<file path="src/rtl/rdat_pkg.sv">
// ----------------------------------------------------------------------------
// Rotary drag angle tracker package
// Shared constants, command codes, status types and helper functions.
// ----------------------------------------------------------------------------
`default_nettype none

package rdat_pkg;

  localparam int ANGLE_FRAC_BITS = 6;
  localparam int CORDIC_STEPS    = 16;

  // A quarter turn and a full turn in output angle units.
  localparam logic [14:0] QUARTER   = 15'(90 << ANGLE_FRAC_BITS);
  localparam logic [14:0] FULL_TURN = 15'(360 << ANGLE_FRAC_BITS);

  // Upper clamp of the rotation accumulator: 90 degrees in Q16.
  localparam logic signed [23:0] Z_MAX = 24'sd5898240;

  // Configuration register indexes.
  localparam logic [2:0] REG_CAP_CX  = 3'd0;
  localparam logic [2:0] REG_CAP_CY  = 3'd1;
  localparam logic [2:0] REG_RING_CX = 3'd2;
  localparam logic [2:0] REG_RING_CY = 3'd3;
  localparam logic [2:0] REG_CAP_R   = 3'd4;
  localparam logic [2:0] REG_RING_R  = 3'd5;

  // Datapath commands issued by the controller.
  typedef enum logic [4:0] {
    CMD_NONE,
    CMD_LOAD,
    CMD_DIFF,
    CMD_SQA,
    CMD_SQB,
    CMD_RINIT,
    CMD_RSTEP,
    CMD_CINIT,
    CMD_CSTEP,
    CMD_ANGLE,
    CMD_PR2,
    CMD_PU2,
    CMD_PNUM,
    CMD_DINIT,
    CMD_DSTEP,
    CMD_QINIT,
    CMD_PSAVE,
    CMD_FIN
  } rdat_op_e;

  typedef struct packed {
    rdat_op_e op;
  } rdat_cmd_t;

  typedef struct packed {
    logic last;      // step counter reached its limit
    logic outside;   // pointer lies beyond the dial radius
    logic axis;      // projection works on y when set
    logic out_busy;  // output register holds an item not yet taken
  } rdat_stat_t;

  // Rounded arctangent of 2^-i in degrees, Q16.
  function automatic logic [22:0] atan_entry(input logic [4:0] i);
    logic [22:0] v;
    case (i)
      5'd0:  v = 23'd2949120;
      5'd1:  v = 23'd1740967;
      5'd2:  v = 23'd919879;
      5'd3:  v = 23'd466945;
      5'd4:  v = 23'd234379;
      5'd5:  v = 23'd117304;
      5'd6:  v = 23'd58666;
      5'd7:  v = 23'd29335;
      5'd8:  v = 23'd14668;
      5'd9:  v = 23'd7334;
      5'd10: v = 23'd3667;
      5'd11: v = 23'd1833;
      5'd12: v = 23'd917;
      5'd13: v = 23'd458;
      5'd14: v = 23'd229;
      5'd15: v = 23'd115;
      5'd16: v = 23'd57;
      5'd17: v = 23'd29;
      5'd18: v = 23'd14;
      5'd19: v = 23'd7;
      5'd20: v = 23'd4;
      5'd21: v = 23'd2;
      5'd22: v = 23'd1;
      default: v = 23'd0;
    endcase
    return v;
  endfunction

  function automatic logic signed [31:0] sat32(input logic signed [35:0] v);
    logic signed [31:0] r;
    if (v > 36'sd2147483647) begin
      r = 32'sh7FFF_FFFF;
    end else if (v < -36'sd2147483648) begin
      r = 32'sh8000_0000;
    end else begin
      r = v[31:0];
    end
    return r;
  endfunction

  function automatic logic signed [15:0] sat16(input logic signed [17:0] v);
    logic signed [15:0] r;
    if (v > 18'sd32767) begin
      r = 16'sh7FFF;
    end else if (v < -18'sd32768) begin
      r = 16'sh8000;
    end else begin
      r = v[15:0];
    end
    return r;
  endfunction

endpackage

`default_nettype wire

</file>
<file path="src/rtl/rdat_ctrl.sv">
// ----------------------------------------------------------------------------
// Rotary drag angle tracker controller
// Sequences the datapath through root, rotation and projection phases.
// ----------------------------------------------------------------------------
`default_nettype none

module rdat_ctrl import rdat_pkg::*; (
  input  wire logic       clk_i,
  input  wire logic       rst_ni,
  input  wire logic       in_valid_i,
  output logic            in_ready_o,
  input  rdat_stat_t      stat_i,
  output rdat_cmd_t       cmd_o
);

  typedef enum logic [17:0] {
    ST_IDLE  = 18'h00001,
    ST_DIFF  = 18'h00002,
    ST_SQA   = 18'h00004,
    ST_SQB   = 18'h00008,
    ST_RINIT = 18'h00010,
    ST_ROOT  = 18'h00020,
    ST_CINIT = 18'h00040,
    ST_ROT   = 18'h00080,
    ST_ANG   = 18'h00100,
    ST_PR2   = 18'h00200,
    ST_PU2   = 18'h00400,
    ST_PNUM  = 18'h00800,
    ST_DINIT = 18'h01000,
    ST_DIV   = 18'h02000,
    ST_QINIT = 18'h04000,
    ST_QROOT = 18'h08000,
    ST_PSAVE = 18'h10000,
    ST_FIN   = 18'h20000
  } rdat_state_e;

  rdat_state_e state_q, state_d;

  // Next state and command for the current phase.
  always_comb begin
    state_d    = state_q;
    cmd_o.op   = CMD_NONE;
    in_ready_o = 1'b0;
    unique case (state_q)
      ST_IDLE: begin
        in_ready_o = 1'b1;
        if (in_valid_i) begin
          cmd_o.op = CMD_LOAD;
          state_d  = ST_DIFF;
        end
      end
      ST_DIFF: begin
        cmd_o.op = CMD_DIFF;
        state_d  = ST_SQA;
      end
      ST_SQA: begin
        cmd_o.op = CMD_SQA;
        state_d  = ST_SQB;
      end
      ST_SQB: begin
        cmd_o.op = CMD_SQB;
        state_d  = ST_RINIT;
      end
      ST_RINIT: begin
        cmd_o.op = CMD_RINIT;
        state_d  = ST_ROOT;
      end
      ST_ROOT: begin
        cmd_o.op = CMD_RSTEP;
        if (stat_i.last) state_d = ST_CINIT;
      end
      ST_CINIT: begin
        cmd_o.op = CMD_CINIT;
        state_d  = ST_ROT;
      end
      ST_ROT: begin
        cmd_o.op = CMD_CSTEP;
        if (stat_i.last) state_d = ST_ANG;
      end
      ST_ANG: begin
        cmd_o.op = CMD_ANGLE;
        state_d  = stat_i.outside ? ST_PR2 : ST_FIN;
      end
      ST_PR2: begin
        cmd_o.op = CMD_PR2;
        state_d  = ST_PU2;
      end
      ST_PU2: begin
        cmd_o.op = CMD_PU2;
        state_d  = ST_PNUM;
      end
      ST_PNUM: begin
        cmd_o.op = CMD_PNUM;
        state_d  = ST_DINIT;
      end
      ST_DINIT: begin
        cmd_o.op = CMD_DINIT;
        state_d  = ST_DIV;
      end
      ST_DIV: begin
        cmd_o.op = CMD_DSTEP;
        if (stat_i.last) state_d = ST_QINIT;
      end
      ST_QINIT: begin
        cmd_o.op = CMD_QINIT;
        state_d  = ST_QROOT;
      end
      ST_QROOT: begin
        cmd_o.op = CMD_RSTEP;
        if (stat_i.last) state_d = ST_PSAVE;
      end
      ST_PSAVE: begin
        cmd_o.op = CMD_PSAVE;
        state_d  = stat_i.axis ? ST_FIN : ST_PU2;
      end
      ST_FIN: begin
        if (!stat_i.out_busy) begin
          cmd_o.op = CMD_FIN;
          state_d  = ST_IDLE;
        end
      end
      default: state_d = ST_IDLE;
    endcase
  end

  // State register.
  always_ff @(posedge clk_i or negedge rst_ni) begin
    if (!rst_ni) begin
      state_q <= ST_IDLE;
    end else begin
      state_q <= state_d;
    end
  end

endmodule

`default_nettype wire

</file>
<file path="config.mk">
export PLATFORM = sky130hd
export DESIGN_NAME = rdat_ctrl
export DESIGN_NICKNAME = d
export VERILOG_FILES = /design/src/rtl/rdat_pkg.sv /design/src/rtl/rdat_ctrl.sv
export SDC_FILE = /design/constraint.sdc
export NUM_CORES = 1
export LEC_CHECK = 0
export BUFFER_PORTS_ARGS = -buffer_cell sky130_fd_sc_hd__buf_2
export CORE_ASPECT_RATIO = 0.6
export CORE_UTILIZATION = 40
export CTS_BUF_LIST = sky130_fd_sc_hd__clkbuf_16
export DETAILED_ROUTE_END_ITERATION = 8
export GPL_ROUTABILITY_DRIVEN = 0
export GPL_TIMING_DRIVEN = 1
export PLACE_DENSITY_LB_ADDON = 0.08
export SYNTH_ARGS = -nofsm -noshare
export SYNTH_HDL_FRONTEND = slang
export SYNTH_SLANG_ARGS = --single-unit
export TNS_END_PERCENT = 10
</file>
<file path="constraint.sdc">
create_clock -name clk_i -period 5.8 [get_ports clk_i]
set_input_delay 1.16 -clock clk_i [delete_from_list [all_inputs] [get_ports clk_i]]
set_output_delay 1.16 -clock clk_i [all_outputs]
set_load 0.01 [all_outputs]
</file>
==> results.sh, run 1 <==
export IMPL_arrival_ns=2.25
export IMPL_antenna_cells=0
export IMPL_syn_avg_cell_area_sq_um=10.0
export IMPL_worstSetupEndpointType="output pin"
export IMPL_p_leak_nw=0.564
export IMPL_synth_area_leaders="dfrtp_1 (36%), nor4_4 (7.3%), nor2_1 (6.1%)"
export IMPL_initial_utilization=0.443
export IMPL_cp_max_fo=7
export IMPL_grt_pass1_wl_um=4820
export IMPL_grt_max_degree=19
export IMPL_drt_iter0_markers=76
export IMPL_cts_sinks=18
export IMPL_ir_drop_mv=0.257
export IMPL_max_cap_violations=0
export IMPL_cts_path_max_buffers=2
export IMPL_grtUsageTotal=0.211
export IMPL_cts_tree="built"
export IMPL_drtPass1Iterations=4
export IMPL_crit_top_cell="nand4_1"
export IMPL_via_per_inst=5.79
export IMPL_largest_register_ffs=18
export IMPL_cts_root_buf="clkbuf_16"
export IMPL_clk_latency_ns=0.25
export IMPL_cp_cell_sequence="nor4_4 > nand4_1 > o22ai_1 > nor3_1 > nand4_1 > buf_2"
export IMPL_worstSetupPathType="reg -> out"
export IMPL_use_met1=0.341
export IMPL_cts_resized=0
export IMPL_swShare=0.348
export IMPL_synthFlopType="dfrtp_1"
export IMPL_synth_cells=117
export IMPL_synth_seq_cells=18
export IMPL_vias=1001
export IMPL_critPathTopFamily="simple AND/OR/NAND/NOR gates"
export IMPL_gr_total_overflow=0
export IMPL_p_total_mw=0.478
export IMPL_top_regs="state_q (18)"
export IMPL_clk_pin_slew_ns=0.05
export IMPL_top_register="state_q"
export IMPL_max_stage_delay_ns=0.51
export IMPL_tns_ns=0
export IMPL_use_met2=0.262
export IMPL_synth_edf_count=0
export IMPL_cts_buffers=3
export IMPL_postCtsSetupRepairBufs=0
export IMPL_slew_viol_final=0
export IMPL_tightestPinTransition_ns=0.459
export IMPL_finalSetupViolCount=0
export IMPL_rows=14
export IMPL_portBuffers=12
export IMPL_dieArea_sq_um=3160
export IMPL_drive_gt1_frac=0.233
export IMPL_wl_per_cell_um=16.2
export IMPL_hpwl_um=2230
export IMPL_wirelength_um=2800
export IMPL_core_area_sq_um=2650
export IMPL_grt_busiest_layer="met1"
export IMPL_yosysTopAreaCell="dfrtp_1"
export IMPL_die_h_um=43.9
export IMPL_synth_fp_nets=124
export IMPL_path_buf_inv=1
export IMPL_period_minus_slack_ns=3.41
export IMPL_p_int_mw=0.312
export IMPL_syn2layout_area_growth_pct=16.1
export IMPL_postRouteAntennaNets=0
export IMPL_grt_pass1_vias=942
export IMPL_grtUsageMet3=0.0674
export IMPL_slowest_stage="nor4_4"
export IMPL_htreeDepth=1
export IMPL_nets=141
export IMPL_yosys_warnings=0
export IMPL_async_flop_share=1.00
export IMPL_status="completed"
export IMPL_rsz0062_at_grt="no"
export IMPL_powerDensity_nw_per_um2=352
export IMPL_syn_area_sq_um=1170
export IMPL_maxSlewHeadroom=0.692
export IMPL_p_clk_frac=0.295
export IMPL_power_frac_comb=0.374
export IMPL_ys_seq_area_frac=0.386
export IMPL_synth_top_area_share=0.363
export IMPL_holdBufCountCts=0
export IMPL_fin_skew_ns=0.00410
export IMPL_hold_path_class="reg -> reg"
export IMPL_fmax_ghz=0.293
export IMPL_power_switching_mw=0.166
export IMPL_cp_required_ns=4.64
export IMPL_synth_lib_cells_used_distinct=44
export IMPL_drc=0
export IMPL_start_kind="flop"
export IMPL_p_seq_frac=0.330
export IMPL_finalHoldViolCount=0
export IMPL_io_pins=13
export IMPL_grt_antenna_before_repair=0
export IMPL_die_w_um=71.9
export IMPL_fin_crit_sh=0.588
[worst register-to-register path: stages, from the launching register on]
cell	delay, ns
dfrtp_1	0.47
nor4_4	0.47
nand4_2	0.23
nand4bb_4	0.31
o211ai_1	0.42
nor3_1	0.11
[layout make-up]
class / count / area (sq um)
clock buffers: 3 / 75.1
clock inverters: 1 / 3.75
fillers: 240 / 1280
inverters: 6 / 22.5
multi-input cells: 93 / 697
flip-flops and latches: 18 / 452
well taps: 40 / 50.0
repair buffers: 12 / 60.1
[cells in the final DEF (no fill, tap or decap), types with 2 or more instances in the layout]
master / Yosys / final
nand3_1: 3 / 3
nor3_1: 4 / 4
nand4_1: 7 / 7
nand3b_1: 3 / 3
a21oi_1: 3 / 3
nor4_4: 4 / 4
o21ai_1: 3 / 3
nand4_2: 2 / 2
nor2b_1: 2 / 2
inv_1: 6 / 6
clkbuf_16: 0 / 3
and4_1: 2 / 2
nor2_1: 19 / 19
o22ai_1: 3 / 3
nand2b_1: 2 / 2
nand2_1: 5 / 5
and2_1: 2 / 2
dfrtp_1: 17 / 17
xnor2_1: 4 / 4
buf_2: 0 / 12
[cell families (layout without fill, tap and decap cells)]
kind of cell	after synthesis	after routing	share of synthesized area
AOI/OAI and AO/OA	19	19	0.131
xor gates and xnor gates	4	4	0.0299
buffers and inverters	6	22	0.0192
DFF	18	18	0.386
and+or+nand+nor	70	70	0.434
[metal layers]
| metal | part of all wire | vias up |
|---|---|---|
| met1 | 0.54 | 477 |
| met3 | 0.076 | 2 |
| met4 | 0.0064 | 0 |
| met2 | 0.37 | 41 |
| li1 | - | 481 |
| met5 | 0 | - |
[power groups by stage]
| stage | combinational (mW) | sequential, mW | clock, mW |
|---|---|---|---|
| 2_1_floorplan | 0.135 | 0.158 | 0 |
| 3_3_place_gp | 0.177 | 0.160 | 0 |
| 3_5_place_dp | 0.178 | 0.160 | 0 |
| 4_1_cts | 0.179 | 0.158 | 0.145 |
| 5_1_grt | 0.196 | 0.160 | 0.150 |
| 6_report | 0.179 | 0.158 | 0.141 |
[final timing paths]
check	from	endpoint	slack [ns]	cells past startpoint
max in group asynchronous	rst_ni	state_q[0]$_DFFE_PN1P_	4.64	1
worst max-delay path	state_q[1]$_DFFE_PN0P_	cmd_o[0]	2.39	6
worst min register to register	state_q[3]$_DFFE_PN0P_	state_q[3]$_DFFE_PN0P_	0.59	1
worst max register to register	state_q[4]$_DFFE_PN0P_	state_q[16]$_DFFE_PN0P_	3.67	5
worst min-delay path	state_q[3]$_DFFE_PN0P_	state_q[3]$_DFFE_PN0P_	0.59	1
min in group asynchronous	rst_ni	state_q[5]$_DFFE_PN0P_	0.83	1
[metrics by stage]
step | hold slack (ns) | instance area (sq um) | instances | util | setup slack [ns]
finish | 0.585 | 1360 | 173 | 0.514 | 2.39
global route | 0.637 | 1360 | 173 | 0.514 | 2.17
CTS | 0.585 | 1360 | 173 | 0.514 | 2.40
detailed placement | 0.577 | 1280 | 169 | 0.484 | 2.49
global placement | 0.588 | 1280 | 169 | 0.484 | 2.49
floorplan | 0.538 | 1170 | 117 | - | 2.76
[Yosys cell counts (all sizes together) (3+ instances only)]
| master | count |
|---|---|
| nor4 | 5 |
| nand2 | 5 |
| nor3 | 5 |
| a21oi | 3 |
| nand3 | 3 |
| dfrtp | 17 |
| nand3b | 3 |
| xnor2 | 4 |
| inv | 6 |
| nor2 | 19 |
| o21ai | 4 |
| o22ai | 4 |
| nand4 | 9 |
No activity file was read; power rests on OpenSTA's default activity.
==> run 2: changes to the inputs <==
ABC_AREA = 1   (was default)
clock period = 3.3 ns   (was 5.8 ns; I/O delays follow)
==> run 2 against run 1 <==
Critical path depth increased by 2; clock power increased by 76%; global-route usage decreased by 2.2 points; count of clock-buffer cells in the layout unchanged; via count increased by 2.8%; power increased by 74%; synthesized cell count increased by 41%; critical endpoint unchanged; highest routed layer is now met3.
==> results.sh, run 2 <==
export IMPL_status="completed"
export IMPL_synth_fp_nets=172
export IMPL_rows=14
export IMPL_io_pins=13
export IMPL_top_register="state_q"
export IMPL_grt_pass1_vias=920
export IMPL_synth_area_leaders="dfrtp_1 (36%), nor2_1 (11%), nand2_1 (9.6%)"
export IMPL_wirelength_um=2640
export IMPL_slew_viol_final=0
export IMPL_largest_register_ffs=18
export IMPL_yosys_warnings=0
export IMPL_worstSetupEndpointType="output pin"
export IMPL_worstSetupPathType="reg -> out"
export IMPL_clk_pin_slew_ns=0.05
export IMPL_fin_skew_ns=0.000808
export IMPL_r2r_start="state_q[0]$_DFFE_PN1P_"
export IMPL_synth_top_area_share=0.361
export IMPL_yosysMostFrequentCell="nor2_1"
export IMPL_gr_total_overflow=0
export IMPL_cts_tree="built"
export IMPL_wl_per_cell_um=11.9
export IMPL_async_flop_share=1.00
export IMPL_antenna_cells=0
export IMPL_cp_required_ns=2.64
export IMPL_powerDensity_nw_per_um2=610
export IMPL_top_regs="state_q (18)"
export IMPL_finalHoldViolCount=0
export IMPL_via_per_inst=4.66
export IMPL_synth_seq_cells=18
export IMPL_dieArea_sq_um=3170
export IMPL_synth_lib_cells_used_distinct=26
export IMPL_postCtsSetupRepairBufs=0
export IMPL_core_area_sq_um=2650
export IMPL_finalSetupViolCount=0
export IMPL_vias=1029
export IMPL_grt_max_degree=19
export IMPL_holdBufCountCts=0
export IMPL_fin_crit_sh=0.767
export IMPL_tightestPinTransition_ns=0.423
export IMPL_postRouteAntennaNets=0
export IMPL_yosysTopAreaCell="dfrtp_1"
export IMPL_drc=0
export IMPL_hpwl_um=2160
export IMPL_grt_pass1_wl_um=4400
export IMPL_r2r_setup_slack_ns=1.53
export IMPL_rsz0062_at_grt="no"
export IMPL_start_kind="flop"
export IMPL_hold_path_class="in -> async"
export IMPL_syn2layout_area_growth_pct=16.0
export IMPL_htreeDepth=1
export IMPL_arrival_ns=1.87
export IMPL_mostFrequentLayoutCells="nor2_1 (34), nand2_1 (30), inv_1 (29)"
export IMPL_die_w_um=72.1
export IMPL_cts_resized=0
export IMPL_drt_iter0_markers=53
export IMPL_p_leak_nw=0.848
export IMPL_fmax_ghz=0.395
export IMPL_crit_path_end="cmd_o[0]"
export IMPL_cp_cell_sequence="nor2_1 > nand2_2 > nor2_8 > nand3b_1 > nand2_1 > nor2_1 > o2111ai_1 > buf_2"
export IMPL_portBuffers=12
export IMPL_grtUsageTotal=0.189
export IMPL_ir_drop_mv=0.294
export IMPL_clk_latency_ns=0.25
export IMPL_synth_edf_count=0
export IMPL_period_minus_slack_ns=2.53
export IMPL_initial_utilization=0.446
export IMPL_grt_antenna_before_repair=0
export IMPL_crit_start="state_q[14]$_DFFE_PN0P_"
export IMPL_synth_common_cells="nor2_1 (34), nand2_1 (30), inv_1 (29)"
export IMPL_max_cap_violations=0
export IMPL_crit_top_cell="nor2_1"
export IMPL_cts_sinks=18
export IMPL_r2r_cells=11
export IMPL_cts_buffers=3
export IMPL_maxSlewHeadroom=0.718
export IMPL_drive_gt1_frac=0.227
export IMPL_slowest_stage="dfrtp_1"
export IMPL_layout_commonest_cell="nor2_1"
export IMPL_syn_area_sq_um=1180
export IMPL_drtPass1Iterations=4
export IMPL_max_stage_delay_ns=0.39
export IMPL_cts_path_max_buffers=2
export IMPL_synthFlopType="dfrtp_1"
export IMPL_ys_seq_area_frac=0.383
export IMPL_syn_avg_cell_area_sq_um=7.14
export IMPL_cp_max_fo=10
export IMPL_synth_cells=165
export IMPL_die_h_um=44.0
export IMPL_cts_root_buf="clkbuf_16"
export IMPL_whs_ns=0.338
export IMPL_tns_ns=0
export IMPL_r2r_end="state_q[13]$_DFFE_PN0P_"
export IMPL_nets=189
==> run 2: cell count changes after synthesis, sizes merged, moves of 5 or more <==
cell,delta
nor2,+26
nand4,-6
nand2,+31
nor4,-5
inv,+26
nand3,+14
==> run 2: per-stage QoR <==
stage                     instances  utilization  worst slack (ns)  area, sq um  power (mW)
after floorplan                 165            -              1.38         1180       0.511
after global placement          217        0.487              1.06         1290       0.589
after detailed placement        217        0.487              1.05         1290       0.592
after CTS                       221        0.517             0.779         1370       0.839
after global routing            221        0.517             0.611         1370       0.887
final                           221        0.517             0.770         1370       0.834
==> run 2: final cells by class <==
class	count	area, sq um
Fill cell	263	1280
Multi-Input combinational cell	115	604
Sequential cell	18	452
Inverter	32	123
Clock buffer	3	75.1
Timing Repair Buffer	12	60.1
Tap cell	40	50.0
Clock inverter	1	3.75
==> run 2: per-layer routing <==
metal | track usage | routed length, um
met3 | 0.0569 | 131
met5 | 0 | 0
met1 | 0.298 | 1460
met2 | 0.252 | 1050
met4 | 0.0353 | 0
==> run 2: worst max-delay path: cells and delay by family, from the launching register on <==
| family | cells | cell delay (ns) |
|---|---|---|
| DFF | 1 | 0.39 |
| AOI/OAI and AO/OA | 1 | 0.08 |
| buffers and inverters | 1 | 0.16 |
| and+or+nand+nor | 6 | 0.99 |
==> run 2: worst min path at each step <==
stage	cells after the start	to	from	slack [ns]
detailed placement	2	state_q[13]$_DFFE_PN0P_	state_q[13]$_DFFE_PN0P_	0.54
floorplan	0	state_q[10]$_DFFE_PN0P_	rst_ni	0.36
global placement	2	state_q[13]$_DFFE_PN0P_	state_q[13]$_DFFE_PN0P_	0.54
finish	1	state_q[9]$_DFFE_PN0P_	rst_ni	0.34
CTS	1	state_q[9]$_DFFE_PN0P_	rst_ni	0.36
global route	1	state_q[9]$_DFFE_PN0P_	rst_ni	0.37
==> run 2: kinds of logic (layout without fill, tap and decap cells) <==
| logic type | Yosys count | in the layout | share of synthesized area |
|---|---|---|---|
| AOI/OAI and AO/OA | 7 | 7 | 0.0361 |
| and+or+nand+nor | 108 | 108 | 0.477 |
| buffers and inverters | 32 | 48 | 0.104 |
| DFF | 18 | 18 | 0.383 |
==> run 2: where the power goes <==
part / total [mW] / leakage, nW / switching [mW] / internal [mW]
sequential: 0.260 / 0.246 / 0.0139 / 0.246
combinational: 0.326 / 0.563 / 0.213 / 0.113
clock: 0.248 / 0.0385 / 0.0865 / 0.161
total: 0.834 / 0.848 / 0.313 / 0.520
==> run 3: changes to the inputs <==
clock period = 2.16 ns   (was 3.3 ns; I/O delays follow)
==> run 3 against run 2 <==
The flow now finishes with violations (negative setup slack); final cell count up 5.9%; critical path depth is 1 lower; first-iteration DRC count is the same; setup slack worse by 0.80 ns; count of clock-buffer cells in the layout unchanged.
==> results.sh, run 3 (same netlist as run 2, synthesis figures left out) <==
export IMPL_syn2layout_area_growth_pct=29.4
export IMPL_arrival_ns=1.76
export IMPL_slew_viol_final=0
export IMPL_max_stage_delay_ns=0.39
export IMPL_max_cap_violations=0
export IMPL_final_cells=234
export IMPL_period_minus_slack_ns=2.19
export IMPL_htreeDepth=1
export IMPL_via_per_inst=4.76
export IMPL_place_ws_ns=0.154
export IMPL_slowest_stage="dfrtp_1"
export IMPL_final_util=0.577
export IMPL_cts_tree="built"
export IMPL_hold_path_class="in -> async"
export IMPL_rsz0062_at_grt="yes"
export IMPL_tightestPinTransition_ns=0.421
export IMPL_fin_skew_ns=0.00338
export IMPL_drive_gt1_frac=0.335
export IMPL_top_register="state_q"
export IMPL_cts_sinks=18
export IMPL_start_kind="flop"
export IMPL_ir_drop_mv=0.410
export IMPL_cts_buffers=3
export IMPL_grtUsageTotal=0.209
export IMPL_gr_total_overflow=0
export IMPL_drc=0
export IMPL_layout_setup_ws_ns=-0.0320
export IMPL_clk_pin_slew_ns=0.05
export IMPL_fin_crit_sh=1.01
export IMPL_worstSetupEndpointType="output pin"
export IMPL_holdBufCountCts=0
export IMPL_crit_start="state_q[12]$_DFFE_PN0P_"
export IMPL_grt_max_degree=19
export IMPL_r2r_setup_slack_ns=0.39
export IMPL_top_regs="state_q (18)"
export IMPL_antenna_cells=0
export IMPL_tns_ns=-0.0421
export IMPL_maxSlewHeadroom=0.719
export IMPL_clk_latency_ns=0.25
export IMPL_dieArea_sq_um=3170
export IMPL_wl_per_cell_um=12.4
export IMPL_cp_cell_sequence="nor2_2 > nand2_2 > nor2_8 > nand3_1 > and3_1 > o2111ai_1 > buf_2"
export IMPL_core_area_sq_um=2650
export IMPL_worstSetupPathType="reg -> out"
export IMPL_finalSetupViolCount=2
export IMPL_status="finished with violations"
export IMPL_powerDensity_nw_per_um2=862
export IMPL_layout_commonest_cell="inv_1"
export IMPL_io_pins=13
export IMPL_dp_cells=217
export IMPL_initial_utilization=0.446
export IMPL_fmax_ghz=0.456
export IMPL_finalHoldViolCount=0
export IMPL_violations="negative setup slack"
export IMPL_nets=202
export IMPL_die_h_um=44.0
export IMPL_p_leak_nw=0.923
export IMPL_wirelength_um=2900
export IMPL_drtPass1Iterations=4
export IMPL_hpwl_um=2180
export IMPL_portBuffers=12
export IMPL_cts_root_buf="clkbuf_16"
export IMPL_cp_max_fo=7
export IMPL_cp_required_ns=1.73
export IMPL_rows=14
export IMPL_vias=1115
export IMPL_grt_pass1_wl_um=4860
export IMPL_die_w_um=72.1
export IMPL_postRouteAntennaNets=0
export IMPL_mostFrequentLayoutCells="inv_1 (29), nand2_1 (27), nor2_1 (27)"
export IMPL_grt_pass1_vias=1085
export IMPL_r2r_start="state_q[0]$_DFFE_PN1P_"
export IMPL_drt_iter0_markers=53
export IMPL_cts_path_max_buffers=2
export IMPL_p_total_mw=1.31
export IMPL_grt_antenna_before_repair=0
export IMPL_largest_register_ffs=18
## run 3: critical path, delay by kind of cell (launching register included)
family	cells	cell delay, ns
flip-flops	1	0.39
buffers and inverters	1	0.16
AO/OA/AOI/OAI	1	0.09
AND/OR/NAND/NOR	5	0.88
## run 3: power breakdown
| group | internal [mW] | switching (mW) | total, mW |
|---|---|---|---|
| logic | 0.191 | 0.337 | 0.528 |
| clock network | 0.246 | 0.130 | 0.377 |
| registers | 0.376 | 0.0336 | 0.410 |
## run 3: final cells by class
class	count	area, sq um
clock buffers	3	75.1
clock inverters	1	3.75
fillers	243	1120
inverters	32	123
multi-input cells	115	664
flip-flops and latches	18	452
well taps	40	50.0
repair buffers	25	158
## run 3: through the flow
step	instance area (sq um)	hold slack, ns
floorplan	1180	0.136
global placement	1290	0.392
detailed placement	1290	0.396
CTS	1490	0.130
global route	1530	0.143
finish	1530	0.111
## run 3: layer usage
metal	share of wire	wire length, um	GRT usage	up-vias
met1	0.49	1430	0.297	514
met2	0.43	1240	0.307	25
met5	0	0	0	-
met3	0.066	192	0.0683	4
li1	-	-	-	572
met4	0.013	38	0.0627	0
## run 3: what timing repair did
item / 4_1_cts / 5_1_grt
gates resized for setup: 13 / 4
setup buffers: 10 / 3
pin swaps: 9 / 9
setup endpoints to repair: 4 / 5
## run 3: path summary, 6_finish.rpt
check	cells past startpoint	end
setup reg to reg	10	state_q[16]$_DFFE_PN0P_
hold / removal	1	state_q[17]$_DFFE_PN0P_
min in group clk_i	3	state_q[9]$_DFFE_PN0P_
max in group asynchronous	1	state_q[0]$_DFFE_PN1P_
hold reg to reg	3	state_q[4]$_DFFE_PN0P_
setup / recovery	7	cmd_o[0]
